[config.mk]
export PLATFORM = sky130hd
export DESIGN_NAME = mlfq_scheduler_with_semaphores
export DESIGN_NICKNAME = d
export VERILOG_FILES = /design/src/rtl/mlfq_pkg.sv /design/src/rtl/mlfq_ram.sv /design/src/rtl/mlfq_scheduler_with_semaphores.sv
export SDC_FILE = /design/constraint.sdc
export NUM_CORES = 1
export LEC_CHECK = 0
export ABC_AREA = 1
export BUFFER_PORTS_ARGS = -buffer_cell sky130_fd_sc_hd__buf_2
export CORE_MARGIN = 8
export CORE_UTILIZATION = 30
export CTS_BUF_LIST = sky130_fd_sc_hd__clkbuf_4 sky130_fd_sc_hd__clkbuf_8
export DETAILED_ROUTE_END_ITERATION = 8
export PLACE_DENSITY = 0.47
export SYNTH_ARGS = -nofsm -noshare
export SYNTH_HDL_FRONTEND = slang
export SYNTH_SLANG_ARGS = --single-unit
export TNS_END_PERCENT = 20
[constraint.sdc]
create_clock -name aclk -period 4.8 [get_ports aclk]
set_clock_uncertainty 0.15 [all_clocks]
set_input_delay 0.48 -clock aclk [delete_from_list [all_inputs] [get_ports aclk]]
set_output_delay 0.48 -clock aclk [all_outputs]
set_load 0.01 [all_outputs]
[src/rtl/mlfq_pkg.sv]
// Shared constants, types and codes for the MLFQ scheduler with semaphores.
// No dependencies.
package mlfq_pkg;
    localparam int PROCS     = 8;
    localparam int NUM_SEMS  = 3;
    localparam int LEVELS    = 4;
    localparam int PID_W     = 3;
    localparam int LVL_W     = 2;
    localparam int CNT_W     = 4;
    localparam int SEM_W     = 2;
    localparam int QNT_W     = 4;
    localparam int SLOT_W    = 3;
    localparam int RDY_AW    = 5;
    localparam int WL_AW     = 5;
    localparam int WL_DEPTH  = 24;

    typedef enum logic [1:0] {
        MODE_NONE   = 2'd0,
        MODE_PLAIN  = 2'd1,
        MODE_WAIT   = 2'd2,
        MODE_SIGNAL = 2'd3
    } mode_t;

    localparam logic [1:0] REG_Q1 = 2'd0;
    localparam logic [1:0] REG_Q2 = 2'd1;
    localparam logic [1:0] REG_Q3 = 2'd2;
    localparam logic [1:0] REG_Q4 = 2'd3;
endpackage

[src/rtl/mlfq_ram.sv]
// Generic single-port-write, single-port-read RAM with registered read.
// No dependencies.
module mlfq_ram #(
    parameter int WIDTH = 8,
    parameter int DEPTH = 32
) (
    input  logic                     aclk,
    input  logic                     we,
    input  logic [$clog2(DEPTH)-1:0] waddr,
    input  logic [WIDTH-1:0]         wdata,
    input  logic [$clog2(DEPTH)-1:0] raddr,
    output logic [WIDTH-1:0]         rdata
);
    logic [WIDTH-1:0] mem [DEPTH];

    // Write port and registered read port.
    always_ff @(posedge aclk) begin
        if (we) begin
            mem[waddr] <= wdata;
        end
        rdata <= mem[raddr];
    end
endmodule

[src/rtl/mlfq_scheduler_with_semaphores.sv]
// Top level of the MLFQ scheduler with binary semaphores.
// Depends on mlfq_pkg and mlfq_ram.
//
// Usage: each input transfer on s_axis reports one cycle of the dispatched
// process (mode, semaphore, last-instruction flag) and an optional arrival.
// Exactly one result transfer follows on m_axis: the process to run next,
// its level minus one, and an idle flag.
// Ready FIFOs (4 levels x 8 slots) and semaphore wait lists (3 x 8) are
// held in synchronous RAMs with registered reads; the scheduler
// sequences reads and write-backs one access a cycle.
// A dispatch of a new process adds a read of the ready FIFO head. A
// semaphore signal with waiters adds a scan over the waiters and a shift
// of the entries behind the woken one to compact the list; the single
// wait-list port sets this. The next item is taken only after the result
// is loaded: no new item is accepted while one is still in progress.
// Reset (aresetn low, synchronous) empties all levels and wait lists,
// frees all semaphores and restores the quantum registers to 1, 2, 4, 8.
// The RAM contents need no clearing: fill counts guard every read.
// If m_axis_tready is low, the result stays; the next item may still be
// accepted, but it waits in its last step until the result register is free.
module mlfq_scheduler_with_semaphores
    import mlfq_pkg::*;
(
    input  logic        aclk,
    input  logic        aresetn,
    // tdata: mode[1:0], sem_index[3:2], last_instr[4], arrive_valid[5],
    //        arrive_pid[8:6], zero fill[15:9]
    input  logic        s_axis_tvalid,
    output logic        s_axis_tready,
    input  logic [15:0] s_axis_tdata,
    // tdata: run_valid[0], run_pid[3:1], run_level[5:4], idle[6], zero[7]
    output logic        m_axis_tvalid,
    input  logic        m_axis_tready,
    output logic [7:0]  m_axis_tdata,
    input  logic        cfg_we,
    input  logic [1:0]  cfg_index,
    input  logic [3:0]  cfg_data
);
    typedef enum logic [3:0] {
        S_IDLE, S_SEM, S_SCAN_RD, S_SCAN, S_SHIFT_RD, S_SHIFT_WR,
        S_WAKE, S_ARRIVE, S_EXPIRE, S_DISP_RD, S_DISP, S_OUT
    } state_t;

    state_t state_reg;
    logic [QNT_W-1:0]  quantum_reg [LEVELS];
    logic [SLOT_W-1:0] head_reg    [LEVELS];
    logic [CNT_W-1:0]  rcount_reg  [LEVELS];
    logic [LVL_W-1:0]  plevel_reg  [PROCS];
    logic [NUM_SEMS-1:0] busy_reg;
    logic [CNT_W-1:0]  wcount_reg  [NUM_SEMS];
    logic [PID_W-1:0]  run_pid_reg;
    logic              run_valid_reg;
    logic [QNT_W-1:0]  qleft_reg;

    // Latched item.
    logic [1:0]        mode_reg;
    logic [SEM_W-1:0]  sem_reg;
    logic              last_reg, av_reg, expire_reg;
    logic [PID_W-1:0]  ap_reg;
    // Signal scan state.
    logic [CNT_W-1:0]  idx_reg, best_reg;
    logic [2:0]        bestlv_reg;
    logic [PID_W-1:0]  bestpid_reg;
    logic [7:0]        m_data_reg;
    logic              m_valid_reg;

    // RAM ports.
    logic              r_we;
    logic [RDY_AW-1:0] r_waddr, r_raddr;
    logic [PID_W-1:0]  r_wdata, r_rdata;
    logic              w_we;
    logic [WL_AW-1:0]  w_waddr, w_raddr;
    logic [PID_W-1:0]  w_wdata, w_rdata;

    mlfq_ram #(.WIDTH(PID_W), .DEPTH(LEVELS * PROCS)) u_ready (
        .aclk(aclk), .we(r_we), .waddr(r_waddr), .wdata(r_wdata),
        .raddr(r_raddr), .rdata(r_rdata)
    );
    mlfq_ram #(.WIDTH(PID_W), .DEPTH(WL_DEPTH)) u_wait (
        .aclk(aclk), .we(w_we), .waddr(w_waddr), .wdata(w_wdata),
        .raddr(w_raddr), .rdata(w_rdata)
    );

    // Address helpers.
    function automatic logic [WL_AW-1:0] wl_addr(input logic [SEM_W-1:0] s,
                                                 input logic [CNT_W-1:0] i);
        logic [WL_AW-1:0] a;
        a = WL_AW'(s) * WL_AW'(PROCS) + WL_AW'(i[SLOT_W-1:0]);
        return a;
    endfunction

    function automatic logic [RDY_AW-1:0] rd_addr(input logic [LVL_W-1:0] l,
                                                  input logic [SLOT_W-1:0] p);
        return {l, p};
    endfunction

    // Highest non-empty level.
    logic             any_ready;
    logic [LVL_W-1:0] top_lv;
    always_comb begin
        any_ready = 1'b0;
        top_lv    = '0;
        for (int l = LEVELS - 1; l >= 0; l--) begin
            if (rcount_reg[l] != '0) begin
                any_ready = 1'b1;
                top_lv    = LVL_W'(l);
            end
        end
    end

    logic sem_ok;
    assign sem_ok = (32'(sem_reg) < NUM_SEMS);
    logic [SEM_W-1:0] s_ix;
    assign s_ix = sem_ok ? sem_reg : '0;

    // Push slot for a level.
    function automatic logic [SLOT_W-1:0] tail(input logic [SLOT_W-1:0] h,
                                               input logic [CNT_W-1:0] c);
        return h + c[SLOT_W-1:0];
    endfunction

    logic [LVL_W-1:0] exp_lv;
    assign exp_lv = (plevel_reg[run_pid_reg] == LVL_W'(LEVELS - 1)) ?
                    plevel_reg[run_pid_reg] : plevel_reg[run_pid_reg] + 1'b1;
    logic [LVL_W-1:0] wake_lv;
    assign wake_lv = bestlv_reg[LVL_W-1:0];

    // RAM port control from the current state.
    always_comb begin
        r_we    = 1'b0;
        r_waddr = '0;
        r_wdata = '0;
        r_raddr = rd_addr(top_lv, head_reg[top_lv]);
        w_we    = 1'b0;
        w_waddr = wl_addr(s_ix, wcount_reg[s_ix]);
        w_wdata = run_pid_reg;
        w_raddr = wl_addr(s_ix, idx_reg);
        case (state_reg)
            S_SEM: begin
                w_we = (mode_reg == MODE_WAIT) && sem_ok && busy_reg[s_ix] &&
                       (wcount_reg[s_ix] < CNT_W'(PROCS));
            end
            S_SHIFT_RD: w_raddr = wl_addr(s_ix, idx_reg + 1'b1);
            S_SHIFT_WR: begin
                w_we    = 1'b1;
                w_waddr = wl_addr(s_ix, idx_reg);
                w_wdata = w_rdata;
            end
            S_WAKE: begin
                r_we    = rcount_reg[wake_lv] < CNT_W'(PROCS);
                r_waddr = rd_addr(wake_lv,
                                  tail(head_reg[wake_lv], rcount_reg[wake_lv]));
                r_wdata = bestpid_reg;
            end
            S_ARRIVE: begin
                r_we    = av_reg && (rcount_reg[0] < CNT_W'(PROCS));
                r_waddr = rd_addr('0, tail(head_reg[0], rcount_reg[0]));
                r_wdata = ap_reg;
            end
            S_EXPIRE: begin
                r_we    = expire_reg && (rcount_reg[exp_lv] < CNT_W'(PROCS));
                r_waddr = rd_addr(exp_lv,
                                  tail(head_reg[exp_lv], rcount_reg[exp_lv]));
                r_wdata = run_pid_reg;
            end
            default: ;
        endcase
    end

    assign s_axis_tready = (state_reg == S_IDLE);
    assign m_axis_tvalid = m_valid_reg;
    assign m_axis_tdata  = m_data_reg;

    // Sequencer, state and registered result.
    always_ff @(posedge aclk) begin
        if (!aresetn) begin
            state_reg     <= S_IDLE;
            quantum_reg[0] <= 4'd1;
            quantum_reg[1] <= 4'd2;
            quantum_reg[2] <= 4'd4;
            quantum_reg[3] <= 4'd8;
            for (int l = 0; l < LEVELS; l++) begin
                head_reg[l]   <= '0;
                rcount_reg[l] <= '0;
            end
            for (int p = 0; p < PROCS; p++) plevel_reg[p] <= '0;
            for (int s = 0; s < NUM_SEMS; s++) wcount_reg[s] <= '0;
            busy_reg      <= '0;
            run_pid_reg   <= '0;
            run_valid_reg <= 1'b0;
            qleft_reg     <= '0;
            m_valid_reg   <= 1'b0;
        end else begin
            if (cfg_we) begin
                case (cfg_index)
                    REG_Q1:  quantum_reg[0] <= cfg_data;
                    REG_Q2:  quantum_reg[1] <= cfg_data;
                    REG_Q3:  quantum_reg[2] <= cfg_data;
                    REG_Q4:  quantum_reg[3] <= cfg_data;
                    default: ;
                endcase
            end
            // A taken result frees the register unless a new one is loaded.
            if (m_valid_reg && m_axis_tready && state_reg != S_OUT)
                m_valid_reg <= 1'b0;
            case (state_reg)
                S_IDLE: begin
                    if (s_axis_tvalid) begin
                        mode_reg   <= s_axis_tdata[1:0];
                        sem_reg    <= s_axis_tdata[3:2];
                        last_reg   <= s_axis_tdata[4];
                        av_reg     <= s_axis_tdata[5];
                        ap_reg     <= s_axis_tdata[8:6];
                        expire_reg <= 1'b0;
                        state_reg  <= S_SEM;
                    end
                end
                S_SEM: begin
                    if (run_valid_reg && mode_reg != MODE_NONE) begin
                        logic gone;
                        gone = last_reg;
                        if (mode_reg == MODE_WAIT && sem_ok) begin
                            if (busy_reg[s_ix]) begin
                                gone = 1'b1;
                                if (wcount_reg[s_ix] < CNT_W'(PROCS))
                                    wcount_reg[s_ix] <= wcount_reg[s_ix] + 1'b1;
                            end else begin
                                busy_reg[s_ix] <= 1'b1;
                            end
                        end
                        if (!gone) begin
                            qleft_reg <= qleft_reg - 1'b1;
                            if (qleft_reg == 4'd1) begin
                                gone = 1'b1;
                                expire_reg <= 1'b1;
                            end
                        end
                        if (gone) run_valid_reg <= 1'b0;
                        if (mode_reg == MODE_SIGNAL && sem_ok) begin
                            if (wcount_reg[s_ix] == '0) begin
                                busy_reg[s_ix] <= 1'b0;
                                state_reg <= S_ARRIVE;
                            end else begin
                                idx_reg    <= '0;
                                bestlv_reg <= 3'(LEVELS);
                                best_reg   <= '0;
                                state_reg  <= S_SCAN_RD;
                            end
                        end else begin
                            state_reg <= S_ARRIVE;
                        end
                    end else begin
                        state_reg <= S_ARRIVE;
                    end
                end
                // Read each waiter in turn (S_SCAN_RD, then S_SCAN); keep the lowest level.
                S_SCAN_RD: state_reg <= S_SCAN;
                S_SCAN: begin
                    if ({1'b0, plevel_reg[w_rdata]} < bestlv_reg) begin
                        bestlv_reg  <= {1'b0, plevel_reg[w_rdata]};
                        best_reg    <= idx_reg;
                        bestpid_reg <= w_rdata;
                    end
                    if (idx_reg + 1'b1 >= wcount_reg[s_ix]) begin
                        state_reg <= S_SHIFT_RD;
                        idx_reg   <= ({1'b0, plevel_reg[w_rdata]} < bestlv_reg) ?
                                     idx_reg : best_reg;
                    end else begin
                        idx_reg   <= idx_reg + 1'b1;
                        state_reg <= S_SCAN_RD;
                    end
                end
                // Compact the list over the woken entry.
                S_SHIFT_RD: begin
                    if (idx_reg + 1'b1 >= wcount_reg[s_ix]) begin
                        state_reg <= S_WAKE;
                    end else begin
                        state_reg <= S_SHIFT_WR;
                    end
                end
                S_SHIFT_WR: begin
                    idx_reg   <= idx_reg + 1'b1;
                    state_reg <= S_SHIFT_RD;
                end
                S_WAKE: begin
                    wcount_reg[s_ix] <= wcount_reg[s_ix] - 1'b1;
                    busy_reg[s_ix]   <= 1'b1;
                    if (rcount_reg[wake_lv] < CNT_W'(PROCS))
                        rcount_reg[wake_lv] <= rcount_reg[wake_lv] + 1'b1;
                    state_reg <= S_ARRIVE;
                end
                S_ARRIVE: begin
                    if (av_reg) begin
                        plevel_reg[ap_reg] <= '0;
                        if (rcount_reg[0] < CNT_W'(PROCS))
                            rcount_reg[0] <= rcount_reg[0] + 1'b1;
                    end
                    state_reg <= S_EXPIRE;
                end
                // The expired process counts as ready for this dispatch.
                S_EXPIRE: begin
                    if (expire_reg) begin
                        plevel_reg[run_pid_reg] <= exp_lv;
                        if (rcount_reg[exp_lv] < CNT_W'(PROCS))
                            rcount_reg[exp_lv] <= rcount_reg[exp_lv] + 1'b1;
                    end
                    state_reg <= (!run_valid_reg && (any_ready || expire_reg)) ?
                                 S_DISP_RD : S_OUT;
                end
                S_DISP_RD: state_reg <= S_DISP;
                S_DISP: begin
                    run_pid_reg        <= r_rdata;
                    run_valid_reg      <= 1'b1;
                    plevel_reg[r_rdata] <= top_lv;
                    qleft_reg          <= (quantum_reg[top_lv] != '0) ?
                                          quantum_reg[top_lv] : 4'd1;
                    head_reg[top_lv]   <= head_reg[top_lv] + 1'b1;
                    rcount_reg[top_lv] <= rcount_reg[top_lv] - 1'b1;
                    state_reg          <= S_OUT;
                end
                S_OUT: begin
                    if (!m_valid_reg || m_axis_tready) begin
                        m_valid_reg <= 1'b1;
                        if (run_valid_reg) begin
                            m_data_reg <= {1'b0, 1'b0, plevel_reg[run_pid_reg],
                                           run_pid_reg, 1'b1};
                        end else begin
                            m_data_reg <= 8'b0100_0000;
                        end
                        state_reg <= S_IDLE;
                    end
                end
                default: state_reg <= S_IDLE;
            endcase
        end
    end
endmodule
-- Word level (Yosys, flattened, before mapping)
Memories as Yosys holds them, arrays and structs flattened. A register that Yosys moved wholly into a read port is not among the register bits.
Index checks and enable logic that the tools add are counted.
- register bits: 48
- memory bits (writable): 240
- input port bits: 27
- output and inout port bits: 10
- word-level logic and storage cells: 302
- memories kept: 7
- add/subtract/negate cells: 16
- order comparisons: 9
- equal/unequal tests: 28
- muxes and demuxes: 167
- bitwise operators: 9
- reductions and logical operators: 48
- memories (memory ; words ; bits a word ; read ports ; clocked after memory_dff ; write ports ; line ; RTL):
    u_ready.mem ; 32 ; 3 ; 1 ; 1 ; 1 ; mlfq_ram.sv:14 ; logic [WIDTH-1:0] mem [DEPTH];
    u_wait.mem ; 24 ; 3 ; 1 ; 1 ; 1 ; mlfq_ram.sv:14 ;
    plevel_reg ; 8 ; 2 ; 2 ; 1 ; 8 ; mlfq_scheduler_with_semaphores.sv:48 ; logic [LVL_W-1:0] plevel_reg [PROCS];
    quantum_reg ; 4 ; 4 ; 1 ; 0 ; 4 ; mlfq_scheduler_with_semaphores.sv:45 ; logic [QNT_W-1:0] quantum_reg [LEVELS];
    rcount_reg ; 4 ; 4 ; 7 ; 1 ; 4 ; mlfq_scheduler_with_semaphores.sv:47 ; logic [CNT_W-1:0] rcount_reg [LEVELS];
    head_reg ; 4 ; 3 ; 4 ; 1 ; 4 ; mlfq_scheduler_with_semaphores.sv:46 ; logic [SLOT_W-1:0] head_reg [LEVELS];
    +1 memories ; - ; - ; - ; - ; - ; - ;
- operators with widths (operator ; count):
    1-bit two-way mux ; 89
    4-bit two-way mux ; 22
    3-bit two-way mux ; 21
    4-bit one-hot mux with 12 select lines ; 1
    2-bit two-way mux ; 18
    4-bit by 1-bit adder with 4-bit output (second input constant) ; 5
    4-bit nonzero test ; 5
    2-bit != test (second input constant) ; 9
    4-bit by 3-bit equality test with 1-bit output (second input constant) ; 4
    4-bit equality test (second input constant) ; 4
    4-bit less-than comparator (second input constant) ; 4
    4-bit one-hot mux with 2 select lines ; 2
    4-bit OR reduction ; 4
    5-bit by 3-bit adder with 5-bit output ; 3
    5-bit one-hot mux with 3 select lines ; 1
    3-bit AND reduction ; 5
    3-bit one-hot mux with 2 select lines ; 2
    4-bit one-hot mux with 3 select lines ; 1
    6-bit AND reduction ; 2
    4-bit by 1-bit subtractor with 4-bit output (second input constant) ; 3
    1-bit logical AND ; 11
    2-bit equality test (second input constant) ; 5
    5-bit two-way mux ; 2
    5-bit AND reduction ; 2
    other kinds (31) ; 52

-- Logic depth before layout (Yosys ltp)
Gate-level depths: netlist of the first run.
- word-level depth: 17
- gate-level depth with buffers: 20

-- Hierarchy
Synthesis of the first run repeated with hierarchy kept, for this count alone.
- cells, all modules: 1678
- area, all modules: 15182.1 um^2
- by module, submodules not included (module ; times used ; cells each ; area each (um^2) ; seq. area each (um^2)):
    mlfq_scheduler_with_semaphores ; 1 ; 991 ; 7793.7 ; 3633.5
    mlfq_ram (u_ready) ; 1 ; 377 ; 4127.7 ; 2942.8
    mlfq_ram (u_wait) ; 1 ; 310 ; 3260.6 ; 2222.1

-- Worst setup path after synthesis of the first run
Ideal clock, no wire load.
- kind: reg-to-reg
- start: register (tool-made name)
- end: memory u_ready.mem[0][0] in the netlist's numbering (enable)
- setup time: 0.320 ns
- arrival time: 2.853 ns
- data required time: 4.330 ns
- path slack: 1.477 ns
- cell stages (with the launch flop): 21
- buffers on the path: 1
- cell sequence: dfxtp_1 buf_4 nor2_1 nor2_1 o21ai_1 nand2_1 nand2_1 nand2_2 nor2_2 inv_1 o22ai_1 nor2_1 ha_1 inv_1 fa_1 o21ai_0 a21oi_1 inv_1 a31oi_1 nand3_1 nor2_1
- RTL lines (item ; line):
    end: declaration ; mlfq_ram.sv:14

==> results of run 1 <==
==> cell usage after synthesis, types with 2 or more instances <==
| cell | instances |
|---|---|
| a211oi_1 | 2 |
| a21oi_1 | 48 |
| a21oi_2 | 2 |
| a31oi_1 | 5 |
| buf_1 | 2 |
| buf_2 | 21 |
| buf_4 | 6 |
| buf_6 | 3 |
| clkbuf_1 | 17 |
| dfxtp_1 | 27 |
| edfxtp_1 | 275 |
| fa_1 | 4 |
| ha_1 | 24 |
| inv_1 | 241 |
| inv_2 | 13 |
| nand2_1 | 316 |
| nand2_2 | 9 |
| nand3_1 | 156 |
| nand3_4 | 2 |
| nand3b_1 | 10 |
| nand4_1 | 8 |
| nor2_1 | 244 |
| nor2_2 | 8 |
| nor2_4 | 2 |
| nor2_8 | 2 |
| nor3_1 | 9 |
| nor3_2 | 2 |
| nor4_1 | 6 |
| o211ai_1 | 14 |
| o21ai_0 | 103 |
| o21ai_1 | 9 |
| o21bai_1 | 3 |
| o221ai_1 | 18 |
| o22a_1 | 2 |
| o22ai_1 | 18 |
| or2_2 | 4 |
| xnor2_1 | 5 |
| xor2_1 | 8 |
==> layer usage <==
| layer | GRT usage | vias to the layer above |
|---|---|---|
| met5 | 0 | - |
| met4 | 0.0501 | 0 |
| met3 | 0.0208 | 60 |
| met2 | 0.231 | 255 |
| met1 | 0.182 | 5564 |
| li1 | - | 5711 |
==> area by class of cell <==
class	instances	area (um^2)	share of cell area
tap	672	841	0.0484
multi-input combinational	1059	5280	0.304
clock inverter	9	105	0.00605
timing repair buffer	56	385	0.0222
inverter	256	963	0.0555
sequential	302	8800	0.506
clock buffer	83	1000	0.0578
==> critical path, stage by stage, from the launching register on <==
cell     delay (ps)
dfxtp_1         600
inv_1           130
o21ai_0         190
nand3_1          90
nand2_1         120
inv_1            90
nor2_2          250
inv_1           140
o22ai_1         130
nor2_1          110
ha_1            200
inv_1            60
fa_1            400
o21ai_0         190
a21oi_1          80
inv_1           110
nand3_1         490
nor2_1          450
==> kinds of logic (layout without fill, tap and decap cells) <==
kind of cell,count (synthesis),after routing
AO/OA/AOI/OAI,233,233
adder cells (fa/ha/maj),28,28
AND/OR/NAND/NOR,784,784
other,1,1
flip-flops,302,302
buffers and inverters,305,404
XOR/XNOR,13,13
==> worst max path at each step <==
stage	end	from	cells past startpoint	slack, ps
final	u_ready.mem[14][1]	register	17	480
after global routing	u_ready.mem[14][1]	register	17	140
after CTS	u_ready.mem[14][0]	register	17	470
after detailed placement	u_ready.mem[14][1]	register	17	470
after global placement	u_ready.mem[26][0]	register	17	600
after floorplan	u_ready.mem[0][0]	register	20	1480
==> stage by stage <==
stage | util | area, um^2 | std cells | setup slack, ps | total power, mW
finish | 0.346 | 17400 | 2437 | 476 | 7.15
global route | 0.346 | 17400 | 2437 | 137 | 7.55
CTS | 0.346 | 17400 | 2437 | 471 | 7.22
detailed placement | 0.322 | 16200 | 2336 | 474 | 4.72
global placement | 0.322 | 16200 | 2336 | 602 | 4.71
floorplan | - | 15300 | 1666 | 1480 | 4.21
==> report_power, final <==
| part | switching (mW) | leakage [nW] | total (mW) | internal, mW |
|---|---|---|---|---|
| sequential | 0.123 | 2.80 | 3.14 | 3.02 |
| clock | 1.04 | 0.598 | 2.47 | 1.43 |
| combinational | 1.07 | 3.64 | 1.53 | 0.460 |
==> metrics.cfg, run 1 <==
[cts]
cts_buffers=49
cts_buffer_depth=3
ctsResizeCount=0
htreeDepth=2
cts_root_buffer=clkbuf_8
clk_pin_slew_ps=60
cts_sinks=302
cts_tree=done
post_cts_buffers=0
cts_hold_buf=9
clock_latency_ps=600

[yosys]
synth_largest_area_cell=edfxtp_1
synth_cell_types=56
synth_area_leaders=edfxtp_1 (54%), nand2_1 (7.8%), nor2_1 (6.0%)
synthesis.area_um2=15300
synth_top_family_by_area=simple AND/OR/NAND/NOR gates
synth_edf_count=275
synthMuxAreaShare=0
ys_seq_area_frac=0.576
synth-simple-area-share=0.222
ys.flop_type=edfxtp_1
postSynthCellCount=1666
synthAdderAreaFrac=0.0249
synth-xor-area-share=0.00746
ys_async_sr_fraction=0
yosysTopAreaCellShare=0.541
synth_compound_area_frac=0.0893
synth-seq-cells=302
yosysWarnings=0
synth_area_per_cell_um2=9.16
synth_fp_nets=1721

[floorplanning]
start_util=0.304
fp.dieH_um=242
rows=82
dieArea_um2=58400
die_x_um=242
coreArea_um2=50200
ios=37

[worst_setup_path]
cp_max_fo=14
reg2reg_slack_ps=480
worstSetupPathType=register to register
start_kind=register
arrival_ps=4440
r2r_cells=17
worstSetupEndpointType=register
reg2reg_to=u_ready.mem[14][1]
cp.required_ps=4920

[power]
leakage_nw=7.04
irDropWorstVdd_uv=217
cellPowerDensity_nw_per_um2=411

[finish]
largest_reg_flops=96
top_regs=u_ready.mem: 96 flops, u_wait.mem: 72 flops
layout-drive-gt1-share=0.109
nNetsFinal=1779
nFillCells=5180
mostFrequentLayoutCells=nand2_1 (316), edfxtp_1 (275), nor2_1 (244)
layout_commonest_cell=nand2_1
max_flop_register=u_ready.mem
n_antenna_cell=0
areaGrowthSynthToFinish_pct=13.8

[timing]
slew_headroom=0.362
rsz0062_at_grt=false
period_needed_ps=4320
drv_slew=0
setup_violations=0
holdWs_ps=81.9
worst_slew_pin_slew_ps=952
hold_viol_final=0
finalCritPeriodShare=0.901
fmax_mhz=231
setup_tns_ps=0

[routing]
viasPerCell=4.76
met1Wirelength_mm=19.3
wl_met3_mm=1.75
first_pass_iters=5
num_vias=11600
top_layer_used=met4
met2_length_mm=19.4
antenna_left=0
wl_per_cell_um=17.0
wl_mm=41.5
drtIter0Drc=628
drc=0

[global_route]
grt_pass1_wl_mm=65.0
gr-total-overflow=0
antenna_found_initial=0
grt_pass1_vias=11600
grt_max_degree=49
track_usage=0.139

[worst_hold_path]
hold_path_depth=3
holdPathEnd=quantum_reg[1][1]
worstHoldStart=cfg_data[1]
hold_path.class=primary input to register

[placed_design]
gp_congestion=0.880
post-dp-hpwl_mm=29.0
port_buffers=28

[status]
status=completed

[run]
drv_cap=0

Note: power is estimated with default switching activity, not from simulation.
==> inputs of run 2 (changes only) <==
--- a/config.mk
+++ b/config.mk
@@ -8,10 +8,10 @@
 export ABC_AREA = 1
 export BUFFER_PORTS_ARGS = -buffer_cell sky130_fd_sc_hd__buf_2
 export CORE_MARGIN = 8
-export CORE_UTILIZATION = 30
+export CORE_UTILIZATION = 35
 export CTS_BUF_LIST = sky130_fd_sc_hd__clkbuf_4 sky130_fd_sc_hd__clkbuf_8
 export DETAILED_ROUTE_END_ITERATION = 8
-export PLACE_DENSITY = 0.47
+export PLACE_DENSITY = 0.53
 export SYNTH_ARGS = -nofsm -noshare
 export SYNTH_HDL_FRONTEND = slang
 export SYNTH_SLANG_ARGS = --single-unit
==> metrics.cfg, run 2 (synthesized netlist as in run 1, its figures left out) <==
[status]
status=completed

[cts]
cts_buffers=48
clk_pin_slew_ps=60
cts_root_buffer=clkbuf_8
clock_latency_ps=590
htreeDepth=2
post_cts_buffers=0
cts_buffer_depth=3
cts_tree=done
cts_sinks=302

[worst_setup_path]
start_kind=register
crit_top_cell=inv_1
crit_path_top_delay_cell=dfxtp_1
arrival_ps=4350
worstSetupPathType=register to register
path_cells=inv_1, o21ai_1, nand2_1, nand2_1, nand2_2, nor2_2, inv_1, o22ai_1, nor2_1, ha_1, inv_1, fa_1, o21ai_0, a21oi_1, inv_1, nand3_1, nor2_1
reg2reg_slack_ps=560
max_stage_delay_ps=600
worstSetupEndpointType=register
r2r_cells=17
reg2reg_to=u_ready.mem[10][0]
cp_max_fo=14
cp.required_ps=4910

[routing]
first_pass_iters=6
drtIter0Drc=811
wl_per_cell_um=17.0
antenna_left=0
num_vias=11600
viasPerCell=4.94
wl_mm=39.9
drc=0

[finish]
areaGrowthSynthToFinish_pct=13.0
mostFrequentLayoutCells=nand2_1 (316), edfxtp_1 (275), nor2_1 (244)
nNetsFinal=1778
largest_reg_flops=96
top_regs=u_ready.mem: 96 flops, u_wait.mem: 72 flops
layout-drive-gt1-share=0.104
max_flop_register=u_ready.mem
nFillCells=4306
layout_commonest_cell=nand2_1
n_antenna_cell=0

[timing]
period_needed_ps=4240
fmax_mhz=236
hold_viol_final=0
slew_headroom=0.328
rsz0062_at_grt=false
setup_violations=0
worst_slew_pin_slew_ps=999
setup_tns_ps=0
finalCritPeriodShare=0.883
drv_slew=0

[floorplanning]
fp.dieH_um=225
start_util=0.354
coreArea_um2=43100
dieArea_um2=50600
rows=76
ios=37
die_x_um=225

[global_route]
grt_max_degree=49
grt_pass1_vias=11500
gr-total-overflow=0
grt_pass1_wl_mm=62.9
antenna_found_initial=0
track_usage=0.157

[power]
irDropWorstVdd_uv=237
cellPowerDensity_nw_per_um2=413
total_power_mw=7.12
leakage_nw=7.01

[run]
drv_cap=0

[worst_hold_path]
hold_path_depth=3
hold_path.class=primary input to register
holdPathEnd=quantum_reg[0][0]
worstHoldStart=cfg_data[0]

[placed_design]
port_buffers=28
post-dp-hpwl_mm=28.1
gp_congestion=0.888

## run 2: critical path, delay by kind of cell, from the launching register on
family / cells / cell delay (ps)
compound gates: 4 / 550
flops: 1 / 600
buf+inv: 4 / 410
simple gates: 7 / 1580
fa+ha+maj: 2 / 600
## run 2: worst max path at each step
stage / startpoint / endpoint / slack, ps / cells after the start
final: register / u_ready.mem[10][0] / 560 / 17
after global routing: register / u_ready.mem[28][0] / 130 / 19
after CTS: register / u_ready.mem[26][2] / 590 / 17
after detailed placement: register / u_ready.mem[26][1] / 600 / 17
after global placement: register / u_ready.mem[10][0] / 660 / 17
after floorplan: register / u_ready.mem[0][0] / 1480 / 20
## run 2: final cells by class
cell class	instances	area, um^2	share of cell area
Inverter	256	963	0.0558
Multi-Input combinational cell	1059	5280	0.306
Sequential cell	302	8800	0.510
Clock inverter	24	269	0.0156
Timing Repair Buffer	56	385	0.0223
Clock buffer	66	821	0.0476
Tap cell	585	732	0.0424
## run 2: what timing repair did
action | CTS | global route
resized for setup | 0 | 0
hold buffers | 9 | 0
endpoints found under the hold margin | 9 | 0
## run 2: report_power, final
group          internal [mW]  switching [mW]  leakage, nW
logic                  0.460            1.05         3.65
clock network           1.44            1.03        0.569
registers               3.02           0.127         2.80
total                   4.91            2.20         7.01
## run 2: per-stage QoR
step                hold slack (ps)  std cells  worst slack (ps)   util  cell area, um^2
floorplan                       256       1666              1480      -            15300
global placement                335       2249               660  0.373            16100
detailed placement              340       2249               599  0.373            16100
CTS                            48.7       2348               591  0.400            17300
global route                   68.8       2348               127  0.400            17300
finish                         80.3       2348               559  0.400            17300
## run 2: routing by layer
layer,vias up,part of all wire,global-route usage
met5,-,0,0
met4,0,0.031,0.0580
met2,324,0.47,0.261
met3,92,0.055,0.0267
met1,5471,0.44,0.205
li1,5709,-,-
